[config.mk]
export PLATFORM = sky130hd
export DESIGN_NAME = hsl_to_rgb_converter
export DESIGN_NICKNAME = d
export VERILOG_FILES = /design/src/hsl_pkg.sv /design/src/hsl_scale.sv /design/src/hsl_to_rgb_converter.sv
export VERILOG_INCLUDE_DIRS = /design/src /design/src/src
export SDC_FILE = /design/constraint.sdc
export NUM_CORES = 2
export LEC_CHECK = 0
export BUFFER_PORTS_ARGS = -buffer_cell sky130_fd_sc_hd__buf_2
export CAP_MARGIN = 10
export CORE_ASPECT_RATIO = 2
export CORE_MARGIN = 10
export CORE_UTILIZATION = 60
export CTS_BUF_LIST = sky130_fd_sc_hd__clkbuf_8 sky130_fd_sc_hd__clkbuf_16
export DETAILED_ROUTE_END_ITERATION = 12
export PLACE_DENSITY = 0.75
export SLEW_MARGIN = 30
export SYNTH_ARGS = -nofsm -noshare
export SYNTH_HDL_FRONTEND = slang
export SYNTH_SLANG_ARGS = --single-unit
[constraint.sdc]
create_clock -name clk_i -period 23.6 [get_ports clk_i]
set_input_delay 3.54 -clock clk_i [delete_from_list [all_inputs] [get_ports clk_i]]
set_output_delay 3.54 -clock clk_i [all_outputs]
set_load 0.01 [all_outputs]
[src/hsl_to_rgb_converter_macros.svh]
// ----------------------------------------------------------------------------
// HSL to RGB converter assertion macros
// Shared concurrent assertion forms, clocked on clk_i, disabled in reset.
// ----------------------------------------------------------------------------
`ifndef HSL_TO_RGB_CONVERTER_MACROS_SVH
`define HSL_TO_RGB_CONVERTER_MACROS_SVH

// Same-cycle implication.
`define HSL_ASSERT_IMPL(lbl, ante, cons, msg) \
  lbl: assert property (@(posedge clk_i) disable iff (!rst_ni) (ante) |-> (cons)) \
    else $error(msg);

// Next-cycle implication.
`define HSL_ASSERT_NEXT(lbl, ante, cons, msg) \
  lbl: assert property (@(posedge clk_i) disable iff (!rst_ni) (ante) |=> (cons)) \
    else $error(msg);

`endif

[src/hsl_pkg.sv]
// ----------------------------------------------------------------------------
// HSL to RGB converter package
// Widths, fixed-point constants, sector codes and pipeline control type.
// ----------------------------------------------------------------------------
`default_nettype none

package hsl_pkg;

  localparam int unsigned HueW          = 13;
  localparam int unsigned ChanW         = 8;
  localparam int unsigned ChanMax       = 255;
  localparam int unsigned HueFull       = 5760;
  localparam int unsigned HueSector     = 960;
  localparam int unsigned HueTwoSectors = 2 * HueSector;

  // Chroma numerator (1/255^2), sector distance (1/960), products and sums.
  localparam int unsigned CnW   = 16;
  localparam int unsigned DistW = 10;
  localparam int unsigned AW    = 17;
  localparam int unsigned XpW   = 26;
  localparam int unsigned VxW   = 27;

  // Channel = v / Div, done as (v * Recip) >> Shift plus one correction step.
  localparam int unsigned DivC   = 510;
  localparam int unsigned DivX   = 244800;
  localparam int unsigned ShiftC = 17;
  localparam int unsigned ShiftX = 28;
  localparam int unsigned RecipC = (1 << ShiftC) / DivC;
  localparam int unsigned RecipX = (1 << ShiftX) / DivX;
  localparam int unsigned PcW    = AW + 9;
  localparam int unsigned PxW    = VxW + 11;
  localparam int unsigned QcW    = PcW - ShiftC;
  localparam int unsigned QxW    = PxW - ShiftX;
  localparam int unsigned QW     = 11;

  // Cycles from an accepted request to its result strobe.
  localparam int unsigned Latency = 5;

  typedef enum logic [2:0] {
    SecRed     = 3'd0,
    SecYellow  = 3'd1,
    SecGreen   = 3'd2,
    SecCyan    = 3'd3,
    SecBlue    = 3'd4,
    SecMagenta = 3'd5
  } sector_e;

  typedef struct packed {
    logic    valid;
    sector_e sector;
  } hsl_ctrl_t;

endpackage

`default_nettype wire

[src/hsl_scale.sv]
// ----------------------------------------------------------------------------
// HSL channel scaler
// Divides the three channel numerators by their constant denominators,
// clamps to 8 bits and applies the sector permutation. Two register stages.
// ----------------------------------------------------------------------------
`default_nettype none
`include "hsl_to_rgb_converter_macros.svh"

module hsl_scale (
  input  wire logic                      clk_i,
  input  wire logic                      rst_ni,
  input  wire hsl_pkg::hsl_ctrl_t        ctrl_i,
  input  wire logic [hsl_pkg::AW-1:0]    vc_i,
  input  wire logic [hsl_pkg::AW-1:0]    vz_i,
  input  wire logic [hsl_pkg::VxW-1:0]   vx_i,
  output logic                           valid_o,
  output logic [hsl_pkg::ChanW-1:0]      red_o,
  output logic [hsl_pkg::ChanW-1:0]      green_o,
  output logic [hsl_pkg::ChanW-1:0]      blue_o
);

  function automatic logic [hsl_pkg::ChanW-1:0] sat8(input logic [hsl_pkg::QW-1:0] v);
    logic [hsl_pkg::ChanW-1:0] r;
    if (v > hsl_pkg::QW'(hsl_pkg::ChanMax)) begin
      r = hsl_pkg::ChanW'(hsl_pkg::ChanMax);
    end else begin
      r = v[hsl_pkg::ChanW-1:0];
    end
    return r;
  endfunction

  // Stage 4: reciprocal multiply, quotient estimate low by at most one.
  logic [hsl_pkg::PcW-1:0]  prod_c, prod_z;
  logic [hsl_pkg::PxW-1:0]  prod_x;

  logic                     v4_q;
  hsl_pkg::sector_e         sec4_q;
  logic [hsl_pkg::QcW-1:0]  qc4_q, qz4_q;
  logic [hsl_pkg::QxW-1:0]  qx4_q;
  logic [hsl_pkg::AW-1:0]   vc4_q, vz4_q;
  logic [hsl_pkg::VxW-1:0]  vx4_q;

  assign prod_c = hsl_pkg::PcW'(vc_i) * hsl_pkg::PcW'(hsl_pkg::RecipC);
  assign prod_z = hsl_pkg::PcW'(vz_i) * hsl_pkg::PcW'(hsl_pkg::RecipC);
  assign prod_x = hsl_pkg::PxW'(vx_i) * hsl_pkg::PxW'(hsl_pkg::RecipX);

  always_ff @(posedge clk_i or negedge rst_ni) begin
    if (!rst_ni) begin
      v4_q <= 1'b0;
    end else begin
      v4_q <= ctrl_i.valid;
    end
  end

  always_ff @(posedge clk_i) begin
    sec4_q <= ctrl_i.sector;
    qc4_q  <= prod_c[hsl_pkg::PcW-1:hsl_pkg::ShiftC];
    qz4_q  <= prod_z[hsl_pkg::PcW-1:hsl_pkg::ShiftC];
    qx4_q  <= prod_x[hsl_pkg::PxW-1:hsl_pkg::ShiftX];
    vc4_q  <= vc_i;
    vz4_q  <= vz_i;
    vx4_q  <= vx_i;
  end

  // Stage 5: remainder check, bump quotient, clamp, permute.
  logic [hsl_pkg::AW-1:0]    rc, rz;
  logic [hsl_pkg::VxW-1:0]   rx;
  logic [hsl_pkg::QW-1:0]    qc, qz, qx;
  logic [hsl_pkg::ChanW-1:0] chan_c, chan_z, chan_x;
  logic [hsl_pkg::ChanW-1:0] red_d, green_d, blue_d;
  logic                      valid_q;

  assign rc = vc4_q - hsl_pkg::AW'(hsl_pkg::AW'(qc4_q) * hsl_pkg::AW'(hsl_pkg::DivC));
  assign rz = vz4_q - hsl_pkg::AW'(hsl_pkg::AW'(qz4_q) * hsl_pkg::AW'(hsl_pkg::DivC));
  assign rx = vx4_q - hsl_pkg::VxW'(hsl_pkg::VxW'(qx4_q) * hsl_pkg::VxW'(hsl_pkg::DivX));

  assign qc = hsl_pkg::QW'(qc4_q) + hsl_pkg::QW'(rc >= hsl_pkg::AW'(hsl_pkg::DivC));
  assign qz = hsl_pkg::QW'(qz4_q) + hsl_pkg::QW'(rz >= hsl_pkg::AW'(hsl_pkg::DivC));
  assign qx = hsl_pkg::QW'(qx4_q) + hsl_pkg::QW'(rx >= hsl_pkg::VxW'(hsl_pkg::DivX));

  assign chan_c = sat8(qc);
  assign chan_z = sat8(qz);
  assign chan_x = sat8(qx);

  always_comb begin
    case (sec4_q)
      hsl_pkg::SecRed: begin
        red_d = chan_c; green_d = chan_x; blue_d = chan_z;
      end
      hsl_pkg::SecYellow: begin
        red_d = chan_x; green_d = chan_c; blue_d = chan_z;
      end
      hsl_pkg::SecGreen: begin
        red_d = chan_z; green_d = chan_c; blue_d = chan_x;
      end
      hsl_pkg::SecCyan: begin
        red_d = chan_z; green_d = chan_x; blue_d = chan_c;
      end
      hsl_pkg::SecBlue: begin
        red_d = chan_x; green_d = chan_z; blue_d = chan_c;
      end
      default: begin
        red_d = chan_c; green_d = chan_z; blue_d = chan_x;
      end
    endcase
  end

  always_ff @(posedge clk_i or negedge rst_ni) begin
    if (!rst_ni) begin
      valid_q <= 1'b0;
    end else begin
      valid_q <= v4_q;
    end
  end

  always_ff @(posedge clk_i) begin
    red_o   <= red_d;
    green_o <= green_d;
    blue_o  <= blue_d;
  end

  assign valid_o = valid_q;

  // Secondary component lies between the zero and chroma components.
  `HSL_ASSERT_IMPL(a_chan_order, v4_q, (qc >= qx) && (qx >= qz), "channel order broken")
  // Corrected quotient never needs the clamp.
  `HSL_ASSERT_IMPL(a_no_clamp, v4_q, (qc <= hsl_pkg::QW'(hsl_pkg::ChanMax)) && (qx <= hsl_pkg::QW'(hsl_pkg::ChanMax)), "quotient above 255")
  // The valid bit advances into the output register.
  `HSL_ASSERT_NEXT(a_valid_adv, v4_q, valid_q, "valid bit dropped")

endmodule

`default_nettype wire

[src/hsl_to_rgb_converter.sv]
// ----------------------------------------------------------------------------
// HSL to RGB converter
// Converts hue (1/16 degree), saturation and lightness (unsigned 8-bit, 255 = 1.0) to 8-bit RGB.
// ----------------------------------------------------------------------------
//  channel   signals                                 direction
//  request   start_i, busy_o, hue_i, saturation_i,   in
//            lightness_i
//  result    valid_o, red_o, green_o, blue_o         out
//
//  One request per cycle; busy_o stays low. Each result comes out of five
//  register stages: chroma, offset and
//  secondary products, secondary sum, reciprocal multiply, and divide
//  correction into the output register.
//  Results show for exactly one cycle; the receiver cannot stall.
//  Reset clears the stage valid bits only, so requests in flight are lost.
// ----------------------------------------------------------------------------
`default_nettype none
`include "hsl_to_rgb_converter_macros.svh"

module hsl_to_rgb_converter (
  input  wire logic                        clk_i,
  input  wire logic                        rst_ni,
  input  wire logic                        start_i,
  output logic                             busy_o,
  input  wire logic [hsl_pkg::HueW-1:0]    hue_i,
  input  wire logic [hsl_pkg::ChanW-1:0]   saturation_i,
  input  wire logic [hsl_pkg::ChanW-1:0]   lightness_i,
  output logic                             valid_o,
  output logic [hsl_pkg::ChanW-1:0]        red_o,
  output logic [hsl_pkg::ChanW-1:0]        green_o,
  output logic [hsl_pkg::ChanW-1:0]        blue_o
);

  assign busy_o = 1'b0;

  // Stage 1: hue wrap, sector, distance, chroma numerator.
  logic [hsl_pkg::HueW-1:0]    h_w;
  logic [hsl_pkg::HueW-2:0]    pos;
  logic [hsl_pkg::DistW-1:0]   dist_d;
  logic [hsl_pkg::ChanW:0]     twol;
  logic [hsl_pkg::ChanW-1:0]   absl, comp_l;
  logic [hsl_pkg::CnW-1:0]     cn_d;
  hsl_pkg::sector_e            sec_d;

  always_comb begin
    if (hue_i >= hsl_pkg::HueW'(hsl_pkg::HueFull)) begin
      h_w = hue_i - hsl_pkg::HueW'(hsl_pkg::HueFull);
    end else begin
      h_w = hue_i;
    end

    if (h_w >= hsl_pkg::HueW'(2 * hsl_pkg::HueTwoSectors)) begin
      pos = (hsl_pkg::HueW-1)'(h_w - hsl_pkg::HueW'(2 * hsl_pkg::HueTwoSectors));
    end else if (h_w >= hsl_pkg::HueW'(hsl_pkg::HueTwoSectors)) begin
      pos = (hsl_pkg::HueW-1)'(h_w - hsl_pkg::HueW'(hsl_pkg::HueTwoSectors));
    end else begin
      pos = (hsl_pkg::HueW-1)'(h_w);
    end

    if (pos >= (hsl_pkg::HueW-1)'(hsl_pkg::HueSector)) begin
      dist_d = hsl_pkg::DistW'((hsl_pkg::HueW-1)'(hsl_pkg::HueTwoSectors) - pos);
    end else begin
      dist_d = hsl_pkg::DistW'(pos);
    end

    if (h_w < hsl_pkg::HueW'(hsl_pkg::HueSector)) begin
      sec_d = hsl_pkg::SecRed;
    end else if (h_w < hsl_pkg::HueW'(2 * hsl_pkg::HueSector)) begin
      sec_d = hsl_pkg::SecYellow;
    end else if (h_w < hsl_pkg::HueW'(3 * hsl_pkg::HueSector)) begin
      sec_d = hsl_pkg::SecGreen;
    end else if (h_w < hsl_pkg::HueW'(4 * hsl_pkg::HueSector)) begin
      sec_d = hsl_pkg::SecCyan;
    end else if (h_w < hsl_pkg::HueW'(5 * hsl_pkg::HueSector)) begin
      sec_d = hsl_pkg::SecBlue;
    end else begin
      sec_d = hsl_pkg::SecMagenta;
    end

    twol = {lightness_i, 1'b0};
    if (twol >= (hsl_pkg::ChanW+1)'(hsl_pkg::ChanMax)) begin
      absl = hsl_pkg::ChanW'(twol - (hsl_pkg::ChanW+1)'(hsl_pkg::ChanMax));
    end else begin
      absl = hsl_pkg::ChanW'((hsl_pkg::ChanW+1)'(hsl_pkg::ChanMax) - twol);
    end
    comp_l = hsl_pkg::ChanW'(hsl_pkg::ChanMax) - absl;
    cn_d   = hsl_pkg::CnW'(comp_l) * hsl_pkg::CnW'(saturation_i);
  end

  logic                       v1_q;
  hsl_pkg::sector_e           sec1_q;
  logic [hsl_pkg::CnW-1:0]    cn1_q;
  logic [hsl_pkg::DistW-1:0]  dist1_q;
  logic [hsl_pkg::ChanW-1:0]  l1_q;

  // Stage 2: offset term a = 510*l - cn, chroma sum, secondary product.
  logic [hsl_pkg::AW-1:0]     l510, a_d, c_d;
  logic [hsl_pkg::XpW-1:0]    xp_d;

  assign l510 = hsl_pkg::AW'(l1_q) * hsl_pkg::AW'(hsl_pkg::DivC);
  assign a_d  = l510 - hsl_pkg::AW'(cn1_q);
  assign c_d  = l510 + hsl_pkg::AW'(cn1_q);
  assign xp_d = hsl_pkg::XpW'(cn1_q) * hsl_pkg::XpW'(dist1_q);

  logic                       v2_q;
  hsl_pkg::sector_e           sec2_q;
  logic [hsl_pkg::AW-1:0]     a2_q, c2_q;
  logic [hsl_pkg::XpW-1:0]    xp2_q;

  // Stage 3: secondary numerator over 2*255*480.
  logic [hsl_pkg::VxW-1:0]    vx_d;

  assign vx_d = hsl_pkg::VxW'(xp2_q)
              + hsl_pkg::VxW'(a2_q) * hsl_pkg::VxW'(hsl_pkg::HueSector / 2);

  logic                       v3_q;
  hsl_pkg::sector_e           sec3_q;
  hsl_pkg::hsl_ctrl_t         ctrl3;
  logic [hsl_pkg::AW-1:0]     vc3_q, vz3_q;
  logic [hsl_pkg::VxW-1:0]    vx3_q;

  always_ff @(posedge clk_i or negedge rst_ni) begin
    if (!rst_ni) begin
      v1_q <= 1'b0;
      v2_q <= 1'b0;
      v3_q <= 1'b0;
    end else begin
      v1_q <= start_i & ~busy_o;
      v2_q <= v1_q;
      v3_q <= v2_q;
    end
  end

  always_ff @(posedge clk_i) begin
    sec1_q  <= sec_d;
    cn1_q   <= cn_d;
    dist1_q <= dist_d;
    l1_q    <= lightness_i;
    sec2_q  <= sec1_q;
    a2_q    <= a_d;
    c2_q    <= c_d;
    xp2_q   <= xp_d;
    sec3_q  <= sec2_q;
    vc3_q   <= c2_q;
    vz3_q   <= a2_q;
    vx3_q   <= vx_d;
  end

  assign ctrl3.valid  = v3_q;
  assign ctrl3.sector = sec3_q;

  hsl_scale u_scale (
    .clk_i   (clk_i),
    .rst_ni  (rst_ni),
    .ctrl_i  (ctrl3),
    .vc_i    (vc3_q),
    .vz_i    (vz3_q),
    .vx_i    (vx3_q),
    .valid_o (valid_o),
    .red_o   (red_o),
    .green_o (green_o),
    .blue_o  (blue_o)
  );

  // A result strobe always traces back to a request.
  `HSL_ASSERT_IMPL(a_strobe_src, valid_o, $past(start_i, hsl_pkg::Latency), "result without request")
  // Zero saturation gives gray.
  `HSL_ASSERT_IMPL(a_gray, valid_o && ($past(saturation_i, hsl_pkg::Latency) == '0), (red_o == green_o) && (green_o == blue_o), "gray not equal")
  // Full lightness gives white.
  `HSL_ASSERT_IMPL(a_white, valid_o && ($past(lightness_i, hsl_pkg::Latency) == '1), (red_o == '1) && (green_o == '1) && (blue_o == '1), "white not full")

endmodule

`default_nettype wire

==> impl_metrics.csv <==
group,metric,value,unit
run_status,status,"completed",
setup_path,r2r_slack,14.41,ns
routing,drtPass1Iterations,7,
floorplanning,row_count,115,
timing,fmaxAchievable,109,MHz
clock_network,clock_latency,0.57,ns
setup_path,r2r_start,"u_scale.qx4_q[1]",
synth,syn_avg_cell_area,9.27,µm²
clock_network,cts.sinks,267,
setup_path,worstPathMaxFanout,8,
layout,final_common_cell,"inv_1",
hold_path,worst_hold_path_type,"reg -> reg",
clock_network,hold_buffers,0,
timing,worst_slew_pin_slew,0.817,ns
timing,period_share,38.9,%
timing,setup_viol_count_final,0,
job,maxCapViolations,0,
floorplanning,dieArea,59900,µm²
synth,synth_nets,4115,
timing,fin_worst_skew,0.0149,ns
floorplanning,start_util,60.8,%
setup_path,end_kind,"flop",
global_routing,antenna_found_initial,0,
global_routing,grt_max_degree,38,
layout,area_growth,6.11,%
hold_path,hold_path.startpoint,"c2_q[5]",
clock_network,cts_buffer_depth,3,
synth,syn_inst,3238,
setup_path,cp.arrival,9.60,ns
setup_path,crit_type,"reg -> reg",
layout,final_core_util,64.5,%
setup_path,cp.required,24.01,ns
clock_network,path_clk_slew,0.07,ns
setup_path,timing.rr.end,"u_scale.blue_o[0]",
clock_network,cts_setup_buffers,0,
routing,drtIter0Drc,844,
setup_path,reg2reg_depth,32,
layout,most-common-layout-cells,"550 x inv_1, 525 x ha_1, 320 x fa_1, 261 x dfxtp_1, 231 x nand2_1",
routing,drcViolationCount,0,
place,dp.final_hpwl,60200,µm
synth,ys_seq_area_share,17.9,%
clock_network,cts_tree,"yes",
routing,routed_via_density,5.75,
routing,drtAntennaViolNets,0,
layout,diodes,0,
routing,num_vias,22621,
timing,finalMaxSlewViolations,0,
clock_network,cts_root_buffer,"clkbuf_16",
timing,timing_hold_violations_final,0,
layout,drive_gt1_share,4.37,%
floorplanning,ios,58,
global_routing,grt_pass1_wl,117000,µm
clock_network,cts_max_level,1,
setup_path,start_kind,"flop",
synth,ys_seq_elements,267,
clock_network,cts.repair.resized,0,
timing,min_period,9.19,ns
global_routing,overflow,0,
setup_path,cpMostUsedCell,"ha_1",
synth,yosys_warnings,0,
floorplanning,die_x,178,µm
routing,wl_per_cell,18.0,µm
synth,synth_flop_cell,"dfxtp_1",
hold_path,hold_path_end,"vc3_q[5]",
clock_network,cts_buffers,27,
setup_path,slowest_delay,0.55,ns
synth,synth_enable_flop_cells,0,
setup_path,slowest_stage,"dfxtp_1",
synth,synthDistinctLibCells,90,
global_routing,grt_pass1_vias,24655,
timing,rsz0062_at_grt,"false",
synth,syn_area,30000,µm²
routing,drt_wl_total,70900,µm
global_routing,grtUsageTotal,23.9,%
place,io_buffers,56,
synth,async_flop_share,1.87,%
hold_path,whs_path_depth,0,
place,place_congestion,0.881,
floorplanning,chipHeight,336,µm
timing,slew_headroom,45.5,%
floorplanning,fp.coreArea,49400,µm²
layout,layout.nets,4150,
timing,setup_tns,0,ns
cell families after synthesis:
kind of cell | Yosys count | synth area share [%]
compound gates | 510 | 11.4
simple gates | 772 | 12.7
mux | 18 | 0.630
flops | 267 | 17.9
xor+xnor | 225 | 6.57
buf+inv | 600 | 7.54
fa+ha+maj | 845 | 43.2
other cells | 1 | 0.0125
per-layer routing:
metal  global-route usage [%]  part of all wire [%]  vias up
li1                         -                     -    10761
met3                     2.28                   3.2      270
met1                     21.8                    33    11020
met5                        0                     0        -
met4                     15.6                   7.3        0
met2                     47.8                    57      570
cell type report:
cell class / instances / area [µm²]
tap: 643 / 805
timing repair buffer: 56 / 280
clock inverter: 19 / 219
multi-input combinational: 2371 / 22400
sequential: 267 / 5370
inverter: 550 / 2060
fill: 4034 / 17500
clock buffer: 30 / 717
sequential cells by signal, indices dropped and copies added, names as in the netlist, 8 cells and up:
signal	cells
u_scale.qz4_q	9
u_scale.red_o	8
u_scale.green_o	8
a2_q	15
vc3_q	15
cn1_q	15
xp2_q	25
vz3_q	16
u_scale.blue_o	8
vx3_q	26
dist1_q	10
c2_q	16
u_scale.vz4_q	15
u_scale.qx4_q	10
u_scale.qc4_q	9
l1_q	8
u_scale.vx4_q	21
u_scale.vc4_q	16
critical path: cells and delay by family (launching register included):
kind / cells / cell delay, ns
compound gates: 11 / 2.96
simple gates: 11 / 2.27
flops: 1 / 0.55
xor+xnor: 1 / 0.11
fa+ha+maj: 9 / 3.13
stage by stage:
stage	instances	area [µm²]	hold slack [ns]	setup slack, ns
3_3_place_gp	3887	30900	0.311	14.84
4_1_cts	3936	31800	0.321	14.43
2_1_floorplan	3238	30000	0.310	15.55
3_5_place_dp	3887	30900	0.312	14.46
6_report	3936	31800	0.322	14.41
5_1_grt	3936	31800	0.324	13.76
synthesized netlist by cell type (all sizes together) (15+ instances only):
cell type | number | area share, %
and2 | 119 | 2.5
clkbuf | 43 | 0.54
or3 | 16 | 0.33
xnor2 | 156 | 4.6
nand2 | 231 | 2.9
o21bai | 18 | 0.45
xor2 | 69 | 2.0
nand3 | 47 | 0.83
a21o | 34 | 0.85
nor2 | 159 | 2.0
o21ai | 92 | 1.5
a21oi | 141 | 2.4
o211ai | 24 | 0.60
nor2b | 30 | 0.63
nand2b | 30 | 0.63
and3 | 25 | 0.52
nor3 | 59 | 0.98
a211oi | 15 | 0.39
fa | 320 | 21
ha | 525 | 22
inv | 550 | 6.9
dfxtp | 262 | 17
o21a | 36 | 0.90
worst max-delay path by stage:
stage                                start                 end  cells after the start
after floorplan             lightness_i[7]           cn1_q[14]                     17
after global placement    u_scale.qx4_q[7]  u_scale.green_o[1]                     31
after detailed placement  u_scale.qx4_q[1]   u_scale.blue_o[0]                     32
after CTS                 u_scale.qx4_q[1]   u_scale.blue_o[0]                     32
after global routing      u_scale.qx4_q[1]   u_scale.blue_o[0]                     32
final                     u_scale.qx4_q[1]   u_scale.blue_o[0]                     32
Power is left out: the tool's default activity adds up to more than one toggle a clock period on the data nets, which glitch-free logic cannot reach.
